--- src/rtl/tacc_pkg.sv ---
// ----------------------------------------------------------------------------
// tacc_pkg: shared types and constants of the tiny accumulator CPU core
// Item and result words, opcode fields, microcode word format and the
// microprogram itself.
// ----------------------------------------------------------------------------
package tacc_pkg;

  // Item and result words
  typedef struct packed {
    logic [1:0]  kind;
    logic [15:0] address;
    logic [15:0] write_data;
  } in_t;

  typedef struct packed {
    logic [15:0] read_data;
    logic [15:0] program_counter;
    logic [15:0] data_reg;
    logic [15:0] addr_reg;
    logic        zero_flag;
    logic        halted;
  } out_t;

  // Item kinds
  localparam logic [1:0] KIND_WRITE   = 2'd0;
  localparam logic [1:0] KIND_READ    = 2'd1;
  localparam logic [1:0] KIND_EXEC    = 2'd2;
  localparam logic [1:0] KIND_RESTART = 2'd3;

  // Addressing modes, opcode word bits 1..0
  localparam logic [1:0] MODE_ABS = 2'd0;
  localparam logic [1:0] MODE_LIT = 2'd1;
  localparam logic [1:0] MODE_IDX = 2'd2;
  localparam logic [1:0] MODE_REL = 2'd3;

  // Operation codes, opcode word bits 15..4
  localparam logic [11:0] OP_MOVE = 12'd0;
  localparam logic [11:0] OP_ADD  = 12'd1;
  localparam logic [11:0] OP_SUB  = 12'd2;
  localparam logic [11:0] OP_BRA  = 12'd3;
  localparam logic [11:0] OP_CMP  = 12'd4;
  localparam logic [11:0] OP_BEQ  = 12'd5;
  localparam logic [11:0] OP_BNE  = 12'd6;
  localparam logic [11:0] OP_XCH  = 12'd7;
  localparam logic [11:0] OP_STOP = 12'd15;

  // Microcode word
  typedef enum logic [1:0] {
    WS_PC     = 2'd0,
    WS_PC1    = 2'd1,
    WS_INADDR = 2'd2,
    WS_EA     = 2'd3
  } wsel_e;

  typedef enum logic [1:0] {
    RAM_IDLE   = 2'd0,
    RAM_READ   = 2'd1,
    RAM_WR_IN  = 2'd2,
    RAM_WR_RES = 2'd3
  } ram_e;

  typedef enum logic [2:0] {
    ACT_NONE    = 3'd0,
    ACT_OP      = 3'd1,
    ACT_OPD     = 3'd2,
    ACT_EA      = 3'd3,
    ACT_SRC     = 3'd4,
    ACT_EXEC    = 3'd5,
    ACT_RD      = 3'd6,
    ACT_RESTART = 3'd7
  } act_e;

  typedef enum logic [2:0] {
    JMP_NEXT    = 3'd0,
    JMP_GOTO    = 3'd1,
    JMP_ACCEPT  = 3'd2,
    JMP_KIND    = 3'd3,
    JMP_HALTED  = 3'd4,
    JMP_LITERAL = 3'd5,
    JMP_DONE    = 3'd6
  } jmp_e;

  localparam int unsigned StepW = 5;
  typedef logic [StepW-1:0] step_t;

  typedef struct packed {
    wsel_e wsel;
    ram_e  ram;
    act_e  act;
    jmp_e  jmp;
    step_t target;
  } uword_t;

  // Microprogram step addresses
  localparam step_t S_IDLE = 5'd0;
  localparam step_t S_DISP = 5'd1;
  localparam step_t S_W0   = 5'd2;
  localparam step_t S_W1   = 5'd3;
  localparam step_t S_R0   = 5'd4;
  localparam step_t S_R1   = 5'd5;
  localparam step_t S_R2   = 5'd6;
  localparam step_t S_X0   = 5'd7;
  localparam step_t S_E0   = 5'd8;
  localparam step_t S_E1   = 5'd9;
  localparam step_t S_E2   = 5'd10;
  localparam step_t S_E3   = 5'd11;
  localparam step_t S_E4   = 5'd12;
  localparam step_t S_E5   = 5'd13;
  localparam step_t S_E6   = 5'd14;
  localparam step_t S_E7   = 5'd15;
  localparam step_t S_E8   = 5'd16;
  localparam step_t S_E9   = 5'd17;
  localparam step_t S_DONE = 5'd18;

  // Control store
  function automatic uword_t urom(step_t s);
    uword_t w;
    w = '{wsel: WS_PC, ram: RAM_IDLE, act: ACT_NONE, jmp: JMP_NEXT, target: S_IDLE};
    unique case (s)
      S_IDLE: begin
        w.jmp    = JMP_ACCEPT;
        w.target = S_DISP;
      end
      S_DISP: begin
        w.wsel = WS_INADDR;
        w.jmp  = JMP_KIND;
      end
      S_W0: ;
      S_W1: begin
        w.ram    = RAM_WR_IN;
        w.jmp    = JMP_GOTO;
        w.target = S_DONE;
      end
      S_R0: ;
      S_R1: w.ram = RAM_READ;
      S_R2: begin
        w.act    = ACT_RD;
        w.jmp    = JMP_GOTO;
        w.target = S_DONE;
      end
      S_X0: begin
        w.act    = ACT_RESTART;
        w.jmp    = JMP_GOTO;
        w.target = S_DONE;
      end
      S_E0: begin
        w.wsel   = WS_PC;
        w.jmp    = JMP_HALTED;
        w.target = S_DONE;
      end
      S_E1: w.wsel = WS_PC1;
      S_E2: w.ram = RAM_READ;
      S_E3: begin
        w.ram = RAM_READ;
        w.act = ACT_OP;
      end
      S_E4: w.act = ACT_OPD;
      S_E5: begin
        w.wsel   = WS_EA;
        w.jmp    = JMP_LITERAL;
        w.target = S_E8;
      end
      S_E6: ;
      S_E7: begin
        w.ram = RAM_READ;
        w.act = ACT_EA;
      end
      S_E8: w.act = ACT_SRC;
      S_E9: begin
        w.ram    = RAM_WR_RES;
        w.act    = ACT_EXEC;
        w.jmp    = JMP_GOTO;
        w.target = S_DONE;
      end
      S_DONE: begin
        w.jmp    = JMP_DONE;
        w.target = S_IDLE;
      end
      default: ;
    endcase
    return w;
  endfunction

  // Sequencer to datapath
  typedef struct packed {
    uword_t uw;
    logic   accept;
    logic   out_load;
  } ctl_t;

  // Datapath to sequencer
  typedef struct packed {
    logic [1:0] kind;
    logic       halted;
    logic       literal;
    logic       out_free;
    logic       clearing;
  } sts_t;

endpackage

--- src/rtl/tacc_ram.sv ---
// ----------------------------------------------------------------------------
// tacc_ram: generic word memory
// One write port and one read port, read data registered.
// ----------------------------------------------------------------------------
module tacc_ram #(
  parameter int unsigned Width = 16,
  parameter int unsigned Depth = 256,
  localparam int unsigned AddrW = (Depth > 1) ? $clog2(Depth) : 1
) (
  input  logic             clk_i,
  input  logic             we_i,
  input  logic [AddrW-1:0] waddr_i,
  input  logic [Width-1:0] wdata_i,
  input  logic             re_i,
  input  logic [AddrW-1:0] raddr_i,
  output logic [Width-1:0] rdata_o
);

  logic [Width-1:0] mem_q [Depth];
  logic [Width-1:0] rdata_q;

  always_ff @(posedge clk_i) begin
    if (we_i) begin
      mem_q[waddr_i] <= wdata_i;
    end
    if (re_i) begin
      rdata_q <= mem_q[raddr_i];
    end
  end

  assign rdata_o = rdata_q;

endmodule

--- src/rtl/tacc_wrap.sv ---
// ----------------------------------------------------------------------------
// tacc_wrap: address wrap to the memory depth
// Two-stage pipeline; a power-of-two depth is a mask, any other depth uses a
// reciprocal multiply followed by a multiply-back and subtract.
// ----------------------------------------------------------------------------
module tacc_wrap #(
  parameter int unsigned MemDepth = 256,
  localparam int unsigned AddrW = $clog2(MemDepth)
) (
  input  logic             clk_i,
  input  logic [15:0]      addr_i,
  output logic [AddrW-1:0] addr_o
);

  localparam bit IsPow2 = (MemDepth & (MemDepth - 1)) == 0;

  if (IsPow2) begin : g_mask
    logic [AddrW-1:0] s1_q, s2_q;

    always_ff @(posedge clk_i) begin
      s1_q <= addr_i[AddrW-1:0];
      s2_q <= s1_q;
    end

    assign addr_o = s2_q;
  end else begin : g_recip
    // ceil(2^32 / depth) makes the quotient exact for every 16-bit address
    localparam longint unsigned RecipFull = ((64'd1 << 32) + MemDepth - 1) / MemDepth;
    localparam logic [30:0] RecipMul = 31'(RecipFull);
    localparam logic [16:0] DepthW   = 17'(MemDepth);

    logic [46:0] prod;
    logic [14:0] quot_q;
    logic [15:0] a_q;
    logic [31:0] back;
    logic [15:0] rem;
    logic [AddrW-1:0] rem_q;

    assign prod = {31'd0, addr_i} * {16'd0, RecipMul};

    always_ff @(posedge clk_i) begin
      quot_q <= prod[46:32];
      a_q    <= addr_i;
    end

    assign back = {17'd0, quot_q} * {15'd0, DepthW};
    assign rem  = a_q - back[15:0];

    always_ff @(posedge clk_i) begin
      rem_q <= rem[AddrW-1:0];
    end

    assign addr_o = rem_q;
  end

endmodule

--- src/rtl/tacc_useq.sv ---
// ----------------------------------------------------------------------------
// tacc_useq: microcode sequencer
// Step counter, control store lookup, conditional jumps and input handshake.
// ----------------------------------------------------------------------------
module tacc_useq
  import tacc_pkg::*;
(
  input  logic clk_i,
  input  logic rst_ni,
  input  logic in_valid_i,
  output logic in_ready_o,
  input  sts_t sts_i,
  output ctl_t ctl_o
);

  step_t  upc_q, upc_d;
  uword_t uw;
  logic   accept;
  step_t  upc_inc;

  assign uw         = urom(upc_q);
  assign in_ready_o = (upc_q == S_IDLE) && !sts_i.clearing;
  assign accept     = in_valid_i && in_ready_o;
  assign upc_inc    = upc_q + step_t'(1);

  always_comb begin
    upc_d = upc_q;
    unique case (uw.jmp)
      JMP_NEXT:    upc_d = upc_inc;
      JMP_GOTO:    upc_d = uw.target;
      JMP_ACCEPT:  upc_d = accept ? uw.target : upc_q;
      JMP_KIND: begin
        unique case (sts_i.kind)
          KIND_WRITE:   upc_d = S_W0;
          KIND_READ:    upc_d = S_R0;
          KIND_EXEC:    upc_d = S_E0;
          KIND_RESTART: upc_d = S_X0;
          default:      upc_d = S_IDLE;
        endcase
      end
      JMP_HALTED:  upc_d = sts_i.halted ? uw.target : upc_inc;
      JMP_LITERAL: upc_d = sts_i.literal ? uw.target : upc_inc;
      JMP_DONE:    upc_d = sts_i.out_free ? uw.target : upc_q;
      default:     upc_d = S_IDLE;
    endcase
  end

  always_ff @(posedge clk_i or negedge rst_ni) begin
    if (!rst_ni) begin
      upc_q <= S_IDLE;
    end else begin
      upc_q <= upc_d;
    end
  end

  assign ctl_o.uw       = uw;
  assign ctl_o.accept   = accept;
  assign ctl_o.out_load = (uw.jmp == JMP_DONE) && sts_i.out_free;

endmodule

--- src/rtl/tacc_dpath.sv ---
// ----------------------------------------------------------------------------
// tacc_dpath: core datapath
// Architectural registers, fetch and operand latches, ALU, address wrap,
// word memory with its clearing pass, and the result register.
// ----------------------------------------------------------------------------
module tacc_dpath
  import tacc_pkg::*;
#(
  parameter int unsigned MemDepth = 256
) (
  input  logic clk_i,
  input  logic rst_ni,
  input  ctl_t ctl_i,
  input  in_t  in_data_i,
  input  logic out_ready_i,
  output logic out_valid_o,
  output out_t out_data_o,
  output sts_t sts_o
);

  localparam int unsigned AddrW = $clog2(MemDepth);
  localparam logic [AddrW-1:0] LastIdx = AddrW'(MemDepth - 1);

  // Captured item
  logic [1:0]  kind_q;
  logic [15:0] addr_q, wdata_q;

  // Architectural state
  logic [15:0] pc_q, pc_d, dr_q, dr_d, ar_q, ar_d;
  logic        zf_q, zf_d, halt_q, halt_d;

  // Instruction latches
  logic [15:0]      op_q, opd_q, src_q, rd_q;
  logic [AddrW-1:0] ea_q;

  // Clearing pass
  logic             clr_q;
  logic [AddrW-1:0] clr_idx_q;

  // Result register
  logic out_valid_q;
  out_t out_q;

  logic [11:0] code;
  logic [1:0]  mode;
  logic        dir;
  logic [15:0] sum, diff, res;
  logic        is_alu, writes, take;
  logic [15:0] wrap_in;
  logic [AddrW-1:0] wa;
  logic [15:0] rdata;
  logic             ram_we, ram_re;
  logic [AddrW-1:0] ram_waddr;
  logic [15:0]      ram_wdata;

  assign code = op_q[15:4];
  assign dir  = op_q[2];
  assign mode = op_q[1:0];

  assign sum  = dr_q + src_q;
  assign diff = dr_q - src_q;

  always_comb begin
    case (code)
      OP_MOVE: res = dir ? src_q : dr_q;
      OP_ADD:  res = sum;
      OP_SUB:  res = diff;
      default: res = '0;
    endcase
  end

  assign is_alu = (code == OP_MOVE) || (code == OP_ADD) || (code == OP_SUB);
  assign writes = is_alu && !dir && (mode != MODE_LIT);
  assign take   = (code == OP_BRA) || ((code == OP_BEQ) && zf_q) ||
                  ((code == OP_BNE) && !zf_q);

  // Address feeding the wrap pipeline
  always_comb begin
    case (ctl_i.uw.wsel)
      WS_PC:     wrap_in = pc_q;
      WS_PC1:    wrap_in = pc_q + 16'd1;
      WS_INADDR: wrap_in = addr_q;
      WS_EA: begin
        case (mode)
          MODE_IDX: wrap_in = ar_q + opd_q;
          MODE_REL: wrap_in = pc_q + opd_q;
          default:  wrap_in = opd_q;
        endcase
      end
      default:   wrap_in = pc_q;
    endcase
  end

  tacc_wrap #(
    .MemDepth(MemDepth)
  ) u_wrap (
    .clk_i (clk_i),
    .addr_i(wrap_in),
    .addr_o(wa)
  );

  // Memory port control; the clearing pass owns the write port after reset
  assign ram_re    = (ctl_i.uw.ram == RAM_READ);
  assign ram_we    = clr_q || (ctl_i.uw.ram == RAM_WR_IN) ||
                     ((ctl_i.uw.ram == RAM_WR_RES) && writes);
  assign ram_waddr = clr_q ? clr_idx_q : ((ctl_i.uw.ram == RAM_WR_IN) ? wa : ea_q);
  assign ram_wdata = clr_q ? 16'd0 : ((ctl_i.uw.ram == RAM_WR_IN) ? wdata_q : res);

  tacc_ram #(
    .Width(16),
    .Depth(MemDepth)
  ) u_ram (
    .clk_i  (clk_i),
    .we_i   (ram_we),
    .waddr_i(ram_waddr),
    .wdata_i(ram_wdata),
    .re_i   (ram_re),
    .raddr_i(wa),
    .rdata_o(rdata)
  );

  // Architectural register updates
  always_comb begin
    pc_d   = pc_q;
    dr_d   = dr_q;
    ar_d   = ar_q;
    zf_d   = zf_q;
    halt_d = halt_q;
    case (ctl_i.uw.act)
      ACT_OPD: pc_d = pc_q + 16'd2;
      ACT_EXEC: begin
        case (code) inside
          OP_MOVE, OP_ADD, OP_SUB: begin
            if (dir) begin
              dr_d = res;
            end
            zf_d = (res == 16'd0);
          end
          OP_CMP: zf_d = (diff == 16'd0);
          OP_BRA, OP_BEQ, OP_BNE: begin
            if (take && (mode == MODE_ABS)) begin
              pc_d = opd_q;
            end else if (take && (mode == MODE_LIT)) begin
              pc_d = pc_q + opd_q;
            end
          end
          OP_XCH: begin
            dr_d = ar_q;
            ar_d = dr_q;
          end
          OP_STOP: halt_d = 1'b1;
          default: ;
        endcase
      end
      ACT_RESTART: begin
        pc_d   = '0;
        dr_d   = '0;
        ar_d   = '0;
        zf_d   = 1'b0;
        halt_d = 1'b0;
      end
      default: ;
    endcase
  end

  always_ff @(posedge clk_i or negedge rst_ni) begin
    if (!rst_ni) begin
      pc_q        <= '0;
      dr_q        <= '0;
      ar_q        <= '0;
      zf_q        <= 1'b0;
      halt_q      <= 1'b0;
      clr_q       <= 1'b1;
      clr_idx_q   <= '0;
      out_valid_q <= 1'b0;
    end else begin
      pc_q   <= pc_d;
      dr_q   <= dr_d;
      ar_q   <= ar_d;
      zf_q   <= zf_d;
      halt_q <= halt_d;
      if (clr_q) begin
        clr_idx_q <= clr_idx_q + AddrW'(1);
        if (clr_idx_q == LastIdx) begin
          clr_q <= 1'b0;
        end
      end
      if (ctl_i.out_load) begin
        out_valid_q <= 1'b1;
      end else if (out_ready_i) begin
        out_valid_q <= 1'b0;
      end
    end
  end

  // Payload latches
  always_ff @(posedge clk_i) begin
    if (ctl_i.accept) begin
      kind_q  <= in_data_i.kind;
      addr_q  <= in_data_i.address;
      wdata_q <= in_data_i.write_data;
      rd_q    <= '0;
    end
    case (ctl_i.uw.act)
      ACT_OP:  op_q  <= rdata;
      ACT_OPD: opd_q <= rdata;
      ACT_EA:  ea_q  <= wa;
      ACT_SRC: src_q <= (mode == MODE_LIT) ? opd_q : rdata;
      ACT_RD:  rd_q  <= rdata;
      default: ;
    endcase
    if (ctl_i.out_load) begin
      out_q.read_data       <= rd_q;
      out_q.program_counter <= pc_q;
      out_q.data_reg        <= dr_q;
      out_q.addr_reg        <= ar_q;
      out_q.zero_flag       <= zf_q;
      out_q.halted          <= halt_q;
    end
  end

  assign out_valid_o = out_valid_q;
  assign out_data_o  = out_q;

  assign sts_o.kind     = kind_q;
  assign sts_o.halted   = halt_q;
  assign sts_o.literal  = (mode == MODE_LIT);
  assign sts_o.out_free = !out_valid_q || out_ready_i;
  assign sts_o.clearing = clr_q;

endmodule

--- src/rtl/tiny_accumulator_cpu_core_top.sv ---
// ----------------------------------------------------------------------------
// tiny_accumulator_cpu_core_top: 16-bit accumulator CPU core with word memory
// Each item runs to its result before the next is taken: execute skips the
// effective-address read in literal mode and goes straight to the result
// while halted; the next item is taken at the earliest in the cycle after
// the result is loaded. The step sequence is shaped by the two-stage address
// wrap and the registered memory read. Reset: registers clear at once, then
// a clearing pass zeroes every memory word; no item is accepted until it ends.
// ----------------------------------------------------------------------------
module tiny_accumulator_cpu_core_top
  import tacc_pkg::*;
#(
  parameter int unsigned MemDepth = 256
) (
  input  logic clk_i,
  input  logic rst_ni,
  // Item channel
  input  logic in_valid_i,
  output logic in_ready_o,
  input  in_t  in_data_i,
  // Result channel
  output logic out_valid_o,
  input  logic out_ready_i,
  output out_t out_data_o
);

  // The sequencer walks a short microprogram: one control word per step
  // selects the address to wrap, the memory operation, the register action
  // and the next step. Execute fetches the opcode word and the operand word,
  // forms the effective address, reads the source and then retires the
  // operation with an optional write back. The result word is held in an
  // output register so a stalled consumer only holds the final step.
  ctl_t ctl;
  sts_t sts;

  tacc_useq u_useq (
    .clk_i     (clk_i),
    .rst_ni    (rst_ni),
    .in_valid_i(in_valid_i),
    .in_ready_o(in_ready_o),
    .sts_i     (sts),
    .ctl_o     (ctl)
  );

  // Datapath: registers, ALU, wrap pipeline, memory and result register
  tacc_dpath #(
    .MemDepth(MemDepth)
  ) u_dpath (
    .clk_i      (clk_i),
    .rst_ni     (rst_ni),
    .ctl_i      (ctl),
    .in_data_i  (in_data_i),
    .out_ready_i(out_ready_i),
    .out_valid_o(out_valid_o),
    .out_data_o (out_data_o),
    .sts_o      (sts)
  );

endmodule
--- config.mk ---
export PLATFORM = sky130hd
export DESIGN_NAME = tiny_accumulator_cpu_core_top
export DESIGN_NICKNAME = d
export VERILOG_FILES = /design/src/rtl/tacc_pkg.sv /design/src/rtl/tacc_ram.sv /design/src/rtl/tacc_wrap.sv /design/src/rtl/tacc_useq.sv /design/src/rtl/tacc_dpath.sv /design/src/rtl/tiny_accumulator_cpu_core_top.sv
export SDC_FILE = /design/constraint.sdc
export NUM_CORES = 2
export LEC_CHECK = 0
export BUFFER_PORTS_ARGS = -buffer_cell sky130_fd_sc_hd__buf_2
export CAP_MARGIN = 20
export CORE_ASPECT_RATIO = 0.5
export CORE_UTILIZATION = 56
export DETAILED_ROUTE_END_ITERATION = 8
export PLACE_DENSITY_LB_ADDON = 0.2
export REMOVE_ABC_BUFFERS = 1
export SYNTH_ARGS = -nofsm -noshare
export SYNTH_HDL_FRONTEND = slang
export SYNTH_HIERARCHICAL = 1
export SYNTH_SLANG_ARGS = --single-unit
--- constraint.sdc ---
create_clock -name clk_i -period 32.1 [get_ports clk_i]
set_clock_uncertainty 0.05 [all_clocks]
set_input_delay 4.815 -clock clk_i [delete_from_list [all_inputs] [get_ports clk_i]]
set_output_delay 4.815 -clock clk_i [all_outputs]
set_load 0.1 [all_outputs]
### After elaboration in Yosys (flattened, before gate mapping)

Memory sizes are Yosys's and may differ from the RTL's. A register that Yosys moved wholly into a read port is not among the register bits.
Index checks and enable logic that the tools add are counted.

* flip-flop bits (word level): 245
* memory bits (writable): 4096
* output and inout bits: 68
* memories kept: 1

Memory list
* u_dpath.u_ram.mem_q: depth 256, bits a word 16, read ports 1, clocked after memory_dff 1, write ports 1, line tacc_ram.sv:19 `logic [Width-1:0] mem_q [Depth];`

* add/sub/neg operators: 8
* equality and inequality tests: 65
* mux-type cells: 54
* reduce and logical (&&, ||, !) cells: 44

Operators by type and width (count)
* $mux W16: 20
* $pmux W16 S3: 2
* $pmux W16 S2: 2
* $eq A12 B3 Y1 const B: 4
* $eq A5 B4 Y1 const B: 7
* $pmux W5 S7: 1
* $add A16 B16 Y16: 2
* $logic_not A16 Y1: 2
* $pmux W8 S4: 1
* $eq A12 B2 Y1 const B: 2
* $eq A3 B3 Y1 const B: 7
* $pmux W3 S7: 1
* $mux W5: 4
* $pmux W5 S4: 1
* $pmux W3 S6: 1
* $add A16 B2 Y16 const B: 1
* $add A8 B1 Y8 const B: 2
* $eq A2 B2 Y1 const B: 8
* $mux W8: 2
* $pmux W8 S2: 1
* $sub A16 B16 Y16: 1
* $eq A5 B3 Y1 const B: 3
* $eq A5 B5 Y1 const B: 3
* $pmux W5 S3: 1
* other kinds (33): 92

### Logic depth before layout (Yosys ltp)

* depth in word-level cells: 11
* gate-level depth with buffers: 17

### Hierarchy

Netlist, hierarchy kept.

Modules (own cells, without submodules)
* tacc_ram: instances 1, cells an instance 7360, area each 158874.9 um2
* tacc_dpath: instances 1, cells an instance 1381, area each 13723.2 um2
* tacc_useq: instances 1, cells an instance 114, area each 818.3 um2
* tacc_wrap: instances 1, cells an instance 16, area each 320.3 um2

### Worst setup path after synthesis

Ideal clock, no wire load.

* kind: reg2reg
* start: register u_dpath.dr_q[4]
* end: memory u_dpath.u_ram.mem_q[0][15] (data pin)
* arrival: 13.489 ns
* data required time: 29.622 ns
* path slack: 16.133 ns
* stages on the path, launching flop included: 11
* path buffers: 1
* clock period less this slack: 15.967 ns
* cells stage by stage: dfrtp_1 > ha_1 > buf_2 > inv_1 > a31oi_1 > a311oi_1 > o211ai_1 > nand4_1 > a221oi_1 > mux2i_1 > a311oi_1

* word-level cells in the longest chain between the ends: 4
* elaborated cells on any way between the ends: 5
* those cells by class: 2 x add/sub; 3 x mux

RTL lines
* start: declaration: line tacc_dpath.sv:29 `logic [15:0] pc_q, pc_d, dr_q, dr_d, ar_q, ar_d;`
* start signal: assignment: line tacc_dpath.sv:178 `dr_q <= dr_d;`
* $sub A16 B16 Y16 or $add A16 B16 Y16 (tied branches): line tacc_dpath.sv:61, tacc_dpath.sv:60
* $pmux W16 S3 *: line tacc_dpath.sv:64 `case (code)`
* $mux W16 * (2 in a row): line tacc_dpath.sv:107 `assign ram_wdata = clr_q ? 16'd0 : ((ctl_i.uw.ram == RAM_WR_IN) ? wdata_q : res);`
* named net u_dpath.ram_wdata[15]: line tacc_dpath.sv:54 `logic [15:0] ram_wdata;`
* end: declaration: line tacc_ram.sv:19

The timed path passes the listed nets; every way through them passes the cells marked *.

### Worst setup path after layout

* start: register u_useq.upc_q[0]
* end: output port in_ready_o

* word-level cells in the longest chain between the ends: 2

RTL lines
* start: declaration: line tacc_useq.sv:16 `step_t upc_q, upc_d;`
* start signal: assignment: line tacc_useq.sv:52 `upc_q <= upc_d;`
* $logic_not A5 Y1: line tacc_useq.sv:22 `assign in_ready_o = (upc_q == S_IDLE) && !sts_i.clearing;`
* $logic_and A1 B1 Y1: line tacc_useq.sv:22
* end: declaration: line tiny_accumulator_cpu_core_top.sv:19 `output logic in_ready_o,`

Every way passes these cells.

==> metrics.csv <==
metric,value,unit
p_clk_share,25.9,%
reg2reg_depth,10,
min_path_type,reg2reg,
final_antenna_net_count,0,
syn2layout_area_growth,11.0,%
holdBufCountCts,0,
grt_pass1_vias,86500,
final_nets,9233,
cts_max_level,5,
cts_max_path_buffers,4,
cts_tree,yes,
setup_violations,0,
end_kind,output pin,
syn_inst,8727,
gp_congestion,0.885,
max_freq,0.128,GHz
coreArea,305000,um2
pin_count,106,
numCtsBuffers,372,
placed_cells,12800,
hold-path-endpoint,u_dpath/u_wrap/addr_o[3],
track_usage,28.7,%
clkTransAtPathRegs,0.07,ns
relSlewSlack,1.76,%
fin_setup_tns,0,ns
grt_overflow_total,0,
cp-start-kind,flip-flop,
rows,143,
grt_pass1_wl,639000,um
worstMarginPinSlew,1.47,ns
grt_max_degree,196,
swShare,33.2,%
finalHoldViolCount,0,
cts-root-buf,clkbuf_16,
r2r-end,u_dpath/u_ram/rdata_o[10],
clk_latency,0.93,ns
syn_area_per_cell,19.8,um2
maxCapViolations,0,
routedWlPerCell,33.4,um
power.density,91.1,nW/um2
seqPwrFrac,44.1,%
p_int,11700,uW
fin_crit,7.80,ns
vias,90700,
rsz0062_at_grt,false,
drive_above_1_share,22.8,%
switchingPower,5790,uW
slew_violations,0,
hpwl,270000,um
fillers,20800,
die_w,787,um
r2r_start,u_dpath/u_wrap/addr_o[0],
hold_start,u_dpath/u_wrap/g_mask.s1_q[3],
p_comb_share,30.0,%
crit_arrival,2.94,ns
required,27.23,ns
drtIter0Drc,12700,
fin_crit_sh,24.3,%
irDropWorstVdd,0.000129,V
initial_utilization,56.6,%
cts-resized-gates,0,
vias_per_cell,6.72,
power.leakage,0.0600,uW
final_util,62.8,%
cts_sinks,4356,
synth_area,173000,um2
status,completed,
route.detailed.drc,0,
final_cell_count_no_fill,13500,
die_area,311000,um2
crit_type,reg2out,
holdPathStages,0,
antenna_found_initial,29,
first_pass_iters,6,
r2r_setup_slack,25.34,ns
path_max_fanout,6,
die_y,395,um
wl,451000,um
portBuffers,97,
yosys_warnings,6,
post-cts-setup-buffers,0,
==> power by group through the flow <==
stage	logic, uW	registers [uW]	clock network (uW)
2_1_floorplan	6490	8790	0
3_3_place_gp	5080	7790	0
3_5_place_dp	5190	7800	0
4_1_cts	5200	7680	4570
5_1_grt	5500	7690	4790
6_report	5240	7690	4530
==> cell usage in the layout (no fill, tap or decap), types with 94 or more instances in the layout <==
cell type	n
nor3_1	119
o22ai_1	153
mux2i_1	608
buf_4	421
nand2_1	212
nor2_2	95
nor2_1	316
o21ai_0	125
edfxtp_1	4275
a21oi_1	243
mux4_2	798
o221ai_1	257
clkbuf_16	381
buf_2	99
mux2_2	94
==> layout make-up <==
cell class / count / area [um2] / area share, %
antenna: 8 / 20.0 / 0.0104
clock buffer: 467 / 9910 / 5.17
clock inverter: 209 / 2050 / 1.07
inverter: 61 / 241 / 0.126
multi-input combinational: 3781 / 39800 / 20.7
sequential: 4356 / 130000 / 68.0
tap: 4060 / 5080 / 2.65
timing repair buffer: 553 / 4220 / 2.20
==> per-stage QoR <==
step	setup slack (ns)	instance area, um2	power, uW	hold WS [ns]
finish	24.30	192000	17500	0.271
global route	24.20	192000	18000	0.273
CTS	24.28	191000	17400	0.266
detailed placement	25.09	179000	13000	0.263
global placement	25.11	179000	12900	0.262
floorplan	-23.00	170000	15300	0.260
==> state kept, by name, summed over array words and instances, names as in the netlist, 15 cells and up <==
signal / count
u_dpath/rd_q: 16
u_dpath/op_q: 15
u_dpath/ar_q: 16
u_dpath/wdata_q: 16
u_dpath/src_q: 16
u_dpath/pc_q: 16
u_dpath/u_ram/rdata_o: 16
u_dpath/dr_q: 16
u_dpath/opd_q: 16
u_dpath/out_data_o: 66
u_dpath/u_ram/mem_q: 4096
==> how the worst max path moves through the flow <==
stage	from	endpoint	slack [ns]	cells after the start
final	u_useq/upc_q[0]	in_ready_o	24.30	5
after detailed placement	in_valid_i	u_dpath/rd_q[1]	25.09	4
after CTS	u_useq/upc_q[0]	in_ready_o	24.28	5
after floorplan	u_dpath/u_wrap/addr_o[0]	u_dpath/ea_q[0]	-23.00	0
after global placement	in_valid_i	u_dpath/rd_q[1]	25.11	4
after global routing	u_useq/upc_q[0]	in_ready_o	24.20	5
==> routing by layer <==
metal | wire length, um | track usage [%] | up-vias
met3 | 58400 | 7.94 | 761
met1 | 181000 | 43.5 | 47500
met2 | 197000 | 41.5 | 5386
met4 | 14100 | 7.86 | 12
li1 | - | - | 37100
met5 | 106 | 0.198 | -
==> worst max-delay path: stages (launching register included) <==
cell and delay [ns]:
dfrtp_1 0.45, inv_1 0.11, ha_1 0.28, or3b_4 0.44
nor3_1 0.25, buf_2 0.50
Power figures use the tool's default switching activity.
